`config.mk`:
```
export PLATFORM = sky130hd
export DESIGN_NAME = right_aligned_base64_decoder
export DESIGN_NICKNAME = d
export VERILOG_FILES = /design/src/design/rabd_pkg.sv /design/src/design/right_aligned_base64_decoder.sv
export VERILOG_INCLUDE_DIRS = /design/src /design/src/design
export SDC_FILE = /design/constraint.sdc
export NUM_CORES = 1
export LEC_CHECK = 0
export ABC_AREA = 1
export ABC_CLOCK_PERIOD_IN_PS = 6100
export BUFFER_PORTS_ARGS = -buffer_cell sky130_fd_sc_hd__buf_4
export CAP_MARGIN = 20
export CORE_MARGIN = 8
export CORE_UTILIZATION = 30
export CTS_BUF_LIST = sky130_fd_sc_hd__clkbuf_4
export CTS_CLUSTER_SIZE = 20
export DETAILED_ROUTE_END_ITERATION = 8
export MAX_ROUTING_LAYER = met4
export PLACE_DENSITY = 0.5
export SKIP_CTS_REPAIR_TIMING = 1
export SLEW_MARGIN = 40
export SYNTH_ARGS = -nofsm -noshare
export SYNTH_HDL_FRONTEND = slang
export SYNTH_SLANG_ARGS = --single-unit
```
`constraint.sdc`:
```
create_clock -name clock -period 6.1 [get_ports clock]
set_clock_uncertainty 0.15 [all_clocks]
set_input_delay 1.83 -clock clock [delete_from_list [all_inputs] [get_ports clock]]
set_output_delay 1.83 -clock clock [all_outputs]
set_load 0.05 [all_outputs]
```
`src/design/right_aligned_base64_decoder_macros.svh`:
```
// Assertion helpers for the right-aligned base64 decoder.
`ifndef RIGHT_ALIGNED_BASE64_DECODER_MACROS_SVH
`define RIGHT_ALIGNED_BASE64_DECODER_MACROS_SVH

// Checked on every clock edge outside of reset.
`define RABD_ASSERT(name, prop, msg) \
   name: assert property (@(posedge clock) disable iff (reset) prop) else $error(msg);

// Checked on every clock edge, reset included.
`define RABD_ASSERT_ALWAYS(name, prop, msg) \
   name: assert property (@(posedge clock) prop) else $error(msg);

`endif

```
`src/design/rabd_pkg.sv`:
```
`default_nettype none

package rabd_pkg;

   localparam int MAX_SEXTETS_DEFAULT = 64;
   localparam int CHAR_W              = 8;
   localparam int SEXTET_W            = 6;
   localparam int BYTE_W              = 8;

   localparam logic [CHAR_W-1:0] CH_DIGIT_0 = 8'h30;
   localparam logic [CHAR_W-1:0] CH_DIGIT_9 = 8'h39;
   localparam logic [CHAR_W-1:0] CH_UPPER_A = 8'h41;
   localparam logic [CHAR_W-1:0] CH_UPPER_Z = 8'h5A;
   localparam logic [CHAR_W-1:0] CH_LOWER_A = 8'h61;
   localparam logic [CHAR_W-1:0] CH_LOWER_Z = 8'h7A;
   localparam logic [CHAR_W-1:0] CH_DOT     = 8'h2E;
   localparam logic [CHAR_W-1:0] CH_SLASH   = 8'h2F;

   localparam logic [SEXTET_W-1:0] VAL_UPPER_BASE = 6'd10;
   localparam logic [SEXTET_W-1:0] VAL_LOWER_BASE = 6'd36;
   localparam logic [SEXTET_W-1:0] VAL_DOT        = 6'd62;
   localparam logic [SEXTET_W-1:0] VAL_SLASH      = 6'd63;

   typedef enum logic [1:0] {
      ST_LOAD,
      ST_DRAIN,
      ST_EMPTY
   } state_type;

   typedef struct packed {
      logic                hit;
      logic [SEXTET_W-1:0] value;
   } sym_type;

   // Alphabet lookup: 0-9, A-Z, a-z, '.', '/'.
   function automatic sym_type sym_decode(input logic [CHAR_W-1:0] c);
      sym_type           res;
      logic [CHAR_W-1:0] diff;
      res.hit   = 1'b0;
      res.value = '0;
      diff      = '0;
      if (c >= CH_DIGIT_0 && c <= CH_DIGIT_9) begin
         diff      = c - CH_DIGIT_0;
         res.hit   = 1'b1;
         res.value = diff[SEXTET_W-1:0];
      end else if (c >= CH_UPPER_A && c <= CH_UPPER_Z) begin
         diff      = c - CH_UPPER_A;
         res.hit   = 1'b1;
         res.value = diff[SEXTET_W-1:0] + VAL_UPPER_BASE;
      end else if (c >= CH_LOWER_A && c <= CH_LOWER_Z) begin
         diff      = c - CH_LOWER_A;
         res.hit   = 1'b1;
         res.value = diff[SEXTET_W-1:0] + VAL_LOWER_BASE;
      end else if (c == CH_DOT) begin
         res.hit   = 1'b1;
         res.value = VAL_DOT;
      end else if (c == CH_SLASH) begin
         res.hit   = 1'b1;
         res.value = VAL_SLASH;
      end
      return res;
   endfunction

   // Bits of the first stored value that survive the right alignment,
   // by stored count modulo four.
   function automatic logic [2:0] first_keep(input logic [1:0] rem4);
      logic [2:0] k;
      case (rem4)
         2'd0:    k = 3'd6;
         2'd1:    k = 3'd0;
         2'd2:    k = 3'd2;
         2'd3:    k = 3'd4;
         default: k = 3'd6;
      endcase
      return k;
   endfunction

endpackage

`default_nettype wire

```
`src/design/right_aligned_base64_decoder.sv`:
```
`default_nettype none

// Right-aligned base64 decoder (alphabet 0-9, A-Z, a-z, '.', '/'). Characters
// are taken one per cycle while loading; characters outside the alphabet are
// skipped, and valid ones beyond MAX_SEXTETS are dropped and reported through
// rsp_overflowed on every result of that text. After the character marked
// req_last_char the stored values are read back one per cycle, while the
// result side does not stall, through the store's single read port and
// packed into bytes; req_ready stays low during the drain and rises once the
// final stored value has been consumed. A text with fewer than two stored
// values yields one result with rsp_no_data set and rsp_byte_value zero. The
// store needs no clearing after reset: only entries written for the current
// text are read.

`include "right_aligned_base64_decoder_macros.svh"

module right_aligned_base64_decoder #(
   parameter int MAX_SEXTETS = rabd_pkg::MAX_SEXTETS_DEFAULT
) (
   input  wire                         clock,
   input  wire                         reset,
   input  wire                         req_valid,
   output logic                        req_ready,
   input  wire  [rabd_pkg::CHAR_W-1:0] req_char_code,
   input  wire                         req_last_char,
   output logic                        rsp_valid,
   input  wire                         rsp_ready,
   output logic [rabd_pkg::BYTE_W-1:0] rsp_byte_value,
   output logic                        rsp_last_byte,
   output logic                        rsp_no_data,
   output logic                        rsp_overflowed
);

   localparam int CW = $clog2(MAX_SEXTETS + 1);
   localparam int IW = $clog2(MAX_SEXTETS);
   localparam int SW = rabd_pkg::SEXTET_W;
   localparam int BW = rabd_pkg::BYTE_W;

   logic [SW-1:0] store_mem [MAX_SEXTETS];

   rabd_pkg::state_type state_ff, state_in;
   logic [CW-1:0]  count_ff, count_in;
   logic           ovf_ff, ovf_in;
   logic [CW-1:0]  rd_ptr_ff, rd_ptr_in;
   logic           rd_valid_ff, rd_valid_in;
   logic           rd_first_ff, rd_last_ff;
   logic [SW-1:0]  rd_data_ff;
   logic [2:0]     bits_ff, bits_in;
   logic [SW-1:0]  acc_ff, acc_in;
   logic           rsp_valid_ff, rsp_valid_in;
   logic [BW-1:0]  rsp_byte_ff;
   logic           rsp_last_ff, rsp_none_ff, rsp_ovf_ff;

   rabd_pkg::sym_type sym;
   logic           accept, wr_en, issue, consume, out_free;
   logic           load_out, out_last, out_none;
   logic [BW-1:0]  out_byte;
   logic [IW-1:0]  wr_addr, rd_addr;
   logic [2:0]     keep, rem;
   logic [SW-1:0]  s_masked;
   logic [3:0]     bits_sum, shamt;
   logic [2*SW-1:0] cat;
   logic           emit;

   assign req_ready = (state_ff == rabd_pkg::ST_LOAD);
   assign accept    = req_valid && req_ready;
   assign sym       = rabd_pkg::sym_decode(req_char_code);
   assign wr_en     = accept && sym.hit && (count_ff < CW'(MAX_SEXTETS));
   assign wr_addr   = count_ff[IW-1:0];
   assign rd_addr   = rd_ptr_ff[IW-1:0];
   assign out_free  = !rsp_valid_ff || rsp_ready;
   assign consume   = (state_ff == rabd_pkg::ST_DRAIN) && rd_valid_ff && out_free;
   assign issue     = (state_ff == rabd_pkg::ST_DRAIN) && (rd_ptr_ff < count_ff)
                      && (!rd_valid_ff || consume);

   // Bit packer: the first value keeps only its right-aligned low bits.
   always_comb begin
      keep     = rd_first_ff ? rabd_pkg::first_keep(count_ff[1:0]) : 3'd6;
      s_masked = rd_data_ff & (6'h3f >> (3'd6 - keep));
      bits_sum = {1'b0, bits_ff} + {1'b0, keep};
      cat      = {acc_ff, s_masked};
      emit     = (bits_sum >= 4'd8);
      shamt    = bits_sum - 4'd8;
      out_byte = BW'(cat >> shamt[2:0]);
      rem      = emit ? shamt[2:0] : bits_sum[2:0];
   end

   always_comb begin
      state_in    = state_ff;
      count_in    = count_ff;
      ovf_in      = ovf_ff;
      rd_ptr_in   = rd_ptr_ff;
      bits_in     = bits_ff;
      acc_in      = acc_ff;
      load_out    = 1'b0;
      out_last    = 1'b0;
      out_none    = 1'b0;
      rd_valid_in = rd_valid_ff;
      if (issue) begin
         rd_ptr_in = rd_ptr_ff + CW'(1);
      end
      if (issue) begin
         rd_valid_in = 1'b1;
      end else if (consume) begin
         rd_valid_in = 1'b0;
      end
      case (state_ff)
         rabd_pkg::ST_LOAD: begin
            if (accept) begin
               if (wr_en) begin
                  count_in = count_ff + CW'(1);
               end else if (sym.hit) begin
                  ovf_in = 1'b1;
               end
               if (req_last_char) begin
                  rd_ptr_in = '0;
                  bits_in   = '0;
                  acc_in    = '0;
                  state_in  = (count_in < CW'(2)) ? rabd_pkg::ST_EMPTY
                                                  : rabd_pkg::ST_DRAIN;
               end
            end
         end
         rabd_pkg::ST_DRAIN: begin
            if (consume) begin
               bits_in  = rem;
               acc_in   = cat[SW-1:0] & (6'h3f >> (3'd6 - rem));
               load_out = emit;
               out_last = rd_last_ff;
               if (rd_last_ff) begin
                  state_in  = rabd_pkg::ST_LOAD;
                  count_in  = '0;
                  ovf_in    = 1'b0;
                  rd_ptr_in = '0;
               end
            end
         end
         rabd_pkg::ST_EMPTY: begin
            if (out_free) begin
               load_out = 1'b1;
               out_last = 1'b1;
               out_none = 1'b1;
               state_in = rabd_pkg::ST_LOAD;
               count_in = '0;
               ovf_in   = 1'b0;
            end
         end
         default: begin
            state_in = rabd_pkg::ST_LOAD;
         end
      endcase
      if (load_out) begin
         rsp_valid_in = 1'b1;
      end else if (rsp_ready) begin
         rsp_valid_in = 1'b0;
      end else begin
         rsp_valid_in = rsp_valid_ff;
      end
   end

   always_ff @(posedge clock) begin
      if (reset) begin
         state_ff     <= rabd_pkg::ST_LOAD;
         count_ff     <= '0;
         ovf_ff       <= 1'b0;
         rd_ptr_ff    <= '0;
         rd_valid_ff  <= 1'b0;
         bits_ff      <= '0;
         acc_ff       <= '0;
         rsp_valid_ff <= 1'b0;
      end else begin
         state_ff     <= state_in;
         count_ff     <= count_in;
         ovf_ff       <= ovf_in;
         rd_ptr_ff    <= rd_ptr_in;
         rd_valid_ff  <= rd_valid_in;
         bits_ff      <= bits_in;
         acc_ff       <= acc_in;
         rsp_valid_ff <= rsp_valid_in;
      end
   end

   // Sextet store: one write port while loading, one registered read port.
   always_ff @(posedge clock) begin
      if (wr_en) begin
         store_mem[wr_addr] <= sym.value;
      end
      if (issue) begin
         rd_data_ff  <= store_mem[rd_addr];
         rd_first_ff <= (rd_ptr_ff == '0);
         rd_last_ff  <= (rd_ptr_ff == count_ff - CW'(1));
      end
   end

   always_ff @(posedge clock) begin
      if (load_out) begin
         rsp_byte_ff <= out_none ? '0 : out_byte;
         rsp_last_ff <= out_last;
         rsp_none_ff <= out_none;
         rsp_ovf_ff  <= ovf_ff;
      end
   end

   assign rsp_valid      = rsp_valid_ff;
   assign rsp_byte_value = rsp_byte_ff;
   assign rsp_last_byte  = rsp_last_ff;
   assign rsp_no_data    = rsp_none_ff;
   assign rsp_overflowed = rsp_ovf_ff;

   `RABD_ASSERT(a_read_only_in_drain, rd_valid_ff |-> state_ff == rabd_pkg::ST_DRAIN, "read data outside drain")
   `RABD_ASSERT(a_ptr_within_count, rd_ptr_ff <= count_ff, "read pointer past stored count")
   `RABD_ASSERT(a_count_within_store, count_ff <= CW'(MAX_SEXTETS), "stored count past capacity")
   `RABD_ASSERT(a_packer_even, state_ff == rabd_pkg::ST_DRAIN |-> bits_ff[0] == 1'b0 && bits_ff <= 3'd6, "packer holds odd or too many bits")
   `RABD_ASSERT(a_empty_is_final, rsp_valid && rsp_no_data |-> rsp_last_byte && rsp_byte_value == '0, "empty result malformed")
   `RABD_ASSERT_ALWAYS(a_reset_clears_valid, reset |=> !rsp_valid, "result valid after reset")

endmodule

`default_nettype wire

```
---- Word level (Yosys, flattened, before mapping) ----
Memory sizes are Yosys's and may differ from the RTL's. A register that Yosys moved wholly into a read port is not among the register bits.
Index checks and enable logic that the tools add are counted.
word-level totals
  bits of input ports ..................... 13
  word-level logic and storage cells ...... 138
  memories ................................ 1
  RAM bits ................................ 384
  register bits after elaboration ......... 41
memories
  memory     words  bits a word  rd ports  clocked after Yosys merged registers in  wr ports  RTL line                            text
  store_mem  64     6            1         1                                        1         right_aligned_base64_decoder.sv:39  logic [SW-1:0] store_mem [MAX_SEXTETS];
operators by class
  shift-type cells ........................ 3
  bitwise logic cells ..................... 2
  order comparisons ....................... 10
  eq/ne operators ......................... 15
  multiplexer cells ....................... 56
  reduce and logical (&&, ||, !) cells .... 25
  add/subtract/negate cells ............... 12
operator list
  cell                                                                   count
  7-bit two-way mux                                                      17
  7-bit one-hot mux with 3 select lines                                  1
  6-bit two-way mux                                                      3
  8-bit by 6-bit == test with 1-bit output, second input constant        2
  8-bit by 7-bit >= comparator with 1-bit output, second input constant  2
  8-bit by 7-bit <= comparator with 1-bit output, second input constant  2
  1-bit two-way mux                                                      16
  3-bit two-way mux                                                      5
  7-bit by 1-bit adder with 7-bit output, second input constant          2
  7-bit one-hot mux with 2 select lines                                  1
  6-bit bitwise AND                                                      2
  2-bit two-way mux                                                      6
  3-bit one-hot mux with 4 select lines                                  1
  6-bit one-hot mux with 2 select lines                                  1
  12-bit by 3-bit right shift with 8-bit output                          1
  6-bit by 3-bit right shift with 6-bit output, first input constant     2
  6-bit subtractor, second input constant                                2
  1-bit logical AND                                                      10
  5-bit AND reduction                                                    2
  8-bit by 6-bit >= comparator with 1-bit output, second input constant  1
  8-bit by 6-bit <= comparator with 1-bit output, second input constant  1
  2-bit != test, second input constant                                   4
  7-bit == test                                                          1
  7-bit zero test                                                        1
  25 further kinds                                                       37

---- Logic depth before layout (Yosys ltp) ----
  depth in word-level cells ............... 16
  gate-level depth with buffers ........... 17

---- Worst setup path before layout ----
No wires, ideal clock.
  kind .................................... input -> register
  from .................................... input port req_char_code[0] in the netlist's numbering
  to ...................................... memory store_mem[0][3] in the netlist's numbering (data pin)
  arrival ................................. 5,008 ps
  stages .................................. 6
  path buffers ............................ 0
  setup time .............................. 702 ps
  setup slack ............................. 241 ps
  path through ............................ inv_1 -> ha_1 -> nor3_2 -> nor2_2 -> inv_1 -> o21ai_0
RTL lines
  what         RTL line                            text
  from (decl)  right_aligned_base64_decoder.sv:24  input wire [rabd_pkg::CHAR_W-1:0] req_char_code,
  to (decl)    right_aligned_base64_decoder.sv:39

---- Worst setup path in the final report ----
  from .................................... input port req_char_code[0] in the netlist's numbering
  to ...................................... memory store_mem[29][1] in the netlist's numbering, enable pin
between the ends
  longest elaborated chain between the ends .. 10
  elaborated cells on any way between the ends .. 20
  classes of those cells .................. order compare (6); eq/ne (2); mux (7); reduce/logical (5)
ends and longest elaborated chain
  what                                                                                    RTL line                             text
  branches (longest 5 deep; another with 8-bit by 7-bit >= comparator with 1-bit output)  --
  7-bit two-way mux *                                                                     rabd_pkg.sv:42                       if (c >= CH_DIGIT_0 && c <= CH_DIGIT_9) begin
  1-bit logical AND * (2 in a row)                                                        right_aligned_base64_decoder.sv:68   assign wr_en = accept && sym.hit && (count_ff < CW'(MAX_SEXTETS));
  1-bit two-way mux *                                                                     right_aligned_base64_decoder.sv:185  if (wr_en) begin
  1-bit two-way mux (not written as such) *                                               right_aligned_base64_decoder.sv:186  store_mem[wr_addr] <= sym.value;
Mark *: on every way between the ends.

==> results.cfg <==
[sta]
maxSlewViolCount = 0
min_period_ps = 4110
setup_viol = 0
tns_ps = 0
min_period_over_period = 0.674
worstMarginPinSlew_ps = 776
max-slew-margin-rel = 0.481
hold_viol_final = 0
max_freq_ghz = 0.243
grt_setup_unrepaired = false

[synthesis]
async_reset_ff_frac = 0
synth_edf_count = 403
yosys.area_share.simple = 0.131
yosysSeqAreaShare = 0.687
synth_compound_area_frac = 0.123
synth.area.mux_share = 0.000544
yosysWarnings = 0
synth-main-ff-cell = edfxtp_1
syn-cell-area_um2 = 18400
synth_xor_area_frac = 0.00809
syn_area_per_cell_um2 = 11.7
synth_cell_types = 50
yosys.area_share.adder = 0.0181
synth_top_family_by_area = simple AND/OR/NAND/NOR gates
syn_nets = 1618
synthCells = 1579
synth-seq-cells = 430

[clock_network]
clockBufferDepth = 3
clock_latency_ps = 850
root_buffer = clkbuf_4
cts_buffers = 105
cts_sinks = 430
cts_tree = built
cts_max_level = 3
path_clk_slew_ps = 70

[floorplanning]
fp-row-count = 90
dieArea_um2 = 69500
start_util = 0.304
coreArea_um2 = 60500
boundaryPins = 26
die_x_um = 264
die_y_um = 264

[critical_path]
arrival_ps = 4410
critical_path_class = in2reg
crit_path_max_incr_delay_ps = 640
end_kind = flop
worstPathRequired_ps = 6400
crit_top_cell = nor2_1
cp_top_family = simple AND/OR/NAND/NOR gates
cpMaxStageDelayCell = nor2_1
worstSetupStartpointType = input port
worstPathMaxFanout = 11
crit_start = req_char_code[0]
r2r_start = count_ff[1]
crit_chain = buf_4, inv_1, ha_1, nor3_2, nor2_2, nor2_1, nand3_4, nand2_4, nor2_4, nand3_2, nor2_1
path_buf_inv = 2

[global_routing]
antenna_found_initial = 2
grt_pass1_vias = 12847
grt_remaining_overflow = 0
grt_max_degree = 93
grt_first_pass_wirelength_um = 77600
grt_usage = 0.147

[final_layout]
drive_above_1_share = 0.153
ff_latch_area_um2 = 12600
final_common_cell = edfxtp_1
area_growth_pct = 13.2
fillerInstances = 5932
post-route-util = 0.344
multi_input_area_um2 = 5230
final_cell_mix = edfxtp_1 (403), nor2_1 (294), o21ai_0 (218)
nNetsFinal = 1683

[placement]
gp_congestion = 0.872
port_buffers = 25
dp.final_hpwl_um = 31500

[route]
drt-pass1-iter-count = 7
post_drt_via_cell_ratio = 5.11
wl_per_cell_um = 20.2
initialDrtViolationCount = 1373
postRouteAntennaNets = 0
drc_errors = 0
wl_um = 50600
num_vias = 12829

[min_path]
min_from = acc_ff[2]
hp-class = reg2reg

[pwr]
ir_worst_vdd_v = 0.000127
power.density_nw_per_um2 = 310
p_leak_uw = 0.00684

[run_status]
status = complete, no violations

[flow_run]
drv_cap = 0
## cell families after synthesis
family,Yosys count
DFF,430
adders and majority gates,26
buffers and inverters,144
AOI/OAI and AO/OA,395
xor gates and xnor gates,17
muxes,1
and+or+nand+nor,566
## where the power goes
group	internal [µW]	leakage, µW	switching, µW	total, µW
Clock	1230	0.000812	1190	2410
Sequential	3300	0.00380	32.2	3340
Combinational	173	0.00222	530	703
## routing by layer
metal | GRT usage | vias to the layer above | routed length [µm]
met5 | - | - | 0
met1 | 0.197 | 6256 | 23000
met2 | 0.221 | 518 | 22500
met3 | 0.0327 | 96 | 3860
met4 | 0.0486 | 0 | 1320
li1 | - | 5959 | -
## synthesized netlist by cell type, types with 3 or more instances
master / count / share of area
a211oi_1: 3 / 0.0012
a21oi_1: 50 / 0.014
a31oi_1: 3 / 0.0010
buf_1: 4 / 0.00082
buf_2: 18 / 0.0049
clkbuf_1: 64 / 0.013
clkinv_1: 3 / 0.00061
dfxtp_1: 27 / 0.029
edfxtp_1: 403 / 0.66
ha_1: 25 / 0.017
inv_1: 44 / 0.0090
inv_2: 6 / 0.0012
nand2_1: 153 / 0.031
nand2_2: 3 / 0.0010
nand2_4: 4 / 0.0024
nand3_1: 56 / 0.015
nand3_2: 6 / 0.0033
nand4_1: 18 / 0.0061
nor2_1: 295 / 0.060
nor2_2: 4 / 0.0014
nor3_1: 12 / 0.0033
o211ai_1: 8 / 0.0033
o21ai_0: 222 / 0.060
o21ai_2: 3 / 0.0014
o221ai_1: 41 / 0.020
o22ai_1: 57 / 0.019
or2_2: 4 / 0.0014
xnor2_1: 4 / 0.0019
xor2_1: 13 / 0.0062
## final timing paths
check                      to  slack [ps]  cells after the start
min                 acc_ff[2]         320                      2
max reg2reg         acc_ff[3]        2590                     10
min reg2reg         acc_ff[2]         320                      2
max          store_mem[29][1]        1990                     11
## sequential cells by signal (all words and copies together), names as in the netlist
register	count
store_mem	384
rsp_byte_value	8
count_ff	7
rd_ptr_ff	7
acc_ff	6
rd_data_ff	6
bits_ff	2
state_ff	2
ovf_ff	1
rd_first_ff	1
rd_last_ff	1
rd_valid_ff	1
rsp_last_byte	1
rsp_no_data	1
rsp_overflowed	1
rsp_valid	1
## worst min-delay path: cells and delay by family (launching register included)
family / cells / cell delay [ps]
flops: 1 / 310
compound gates: 1 / 60
simple gates: 1 / 60
## final cells by class
| type | count | share of cell area |
|---|---|---|
| clock inverters | 34 | 0.00877 |
| multi-input cells | 1005 | 0.251 |
| well taps | 782 | 0.0470 |
| clock buffers | 157 | 0.0566 |
| diodes | 2 | 0.000240 |
| inverters | 55 | 0.0105 |
| flip-flops and latches | 430 | 0.607 |
| repair buffers | 47 | 0.0181 |
## stage by stage
| stage | cells | area [µm²] | hold slack [ps] | worst slack (ps) | total power, µW |
|---|---|---|---|---|---|
| global route | 2512 | 20800 | 338 | 1890 | 6730 |
| floorplan | 1579 | 18400 | 259 | 241 | 3850 |
| detailed placement | 2319 | 19400 | 315 | 1180 | 4100 |
| global placement | 2318 | 19400 | 305 | 1300 | 4110 |
| finish | 2512 | 20800 | 319 | 1990 | 6450 |
| CTS | 2510 | 20800 | 324 | 2100 | 6520 |
(Power assumes the default switching activity.)
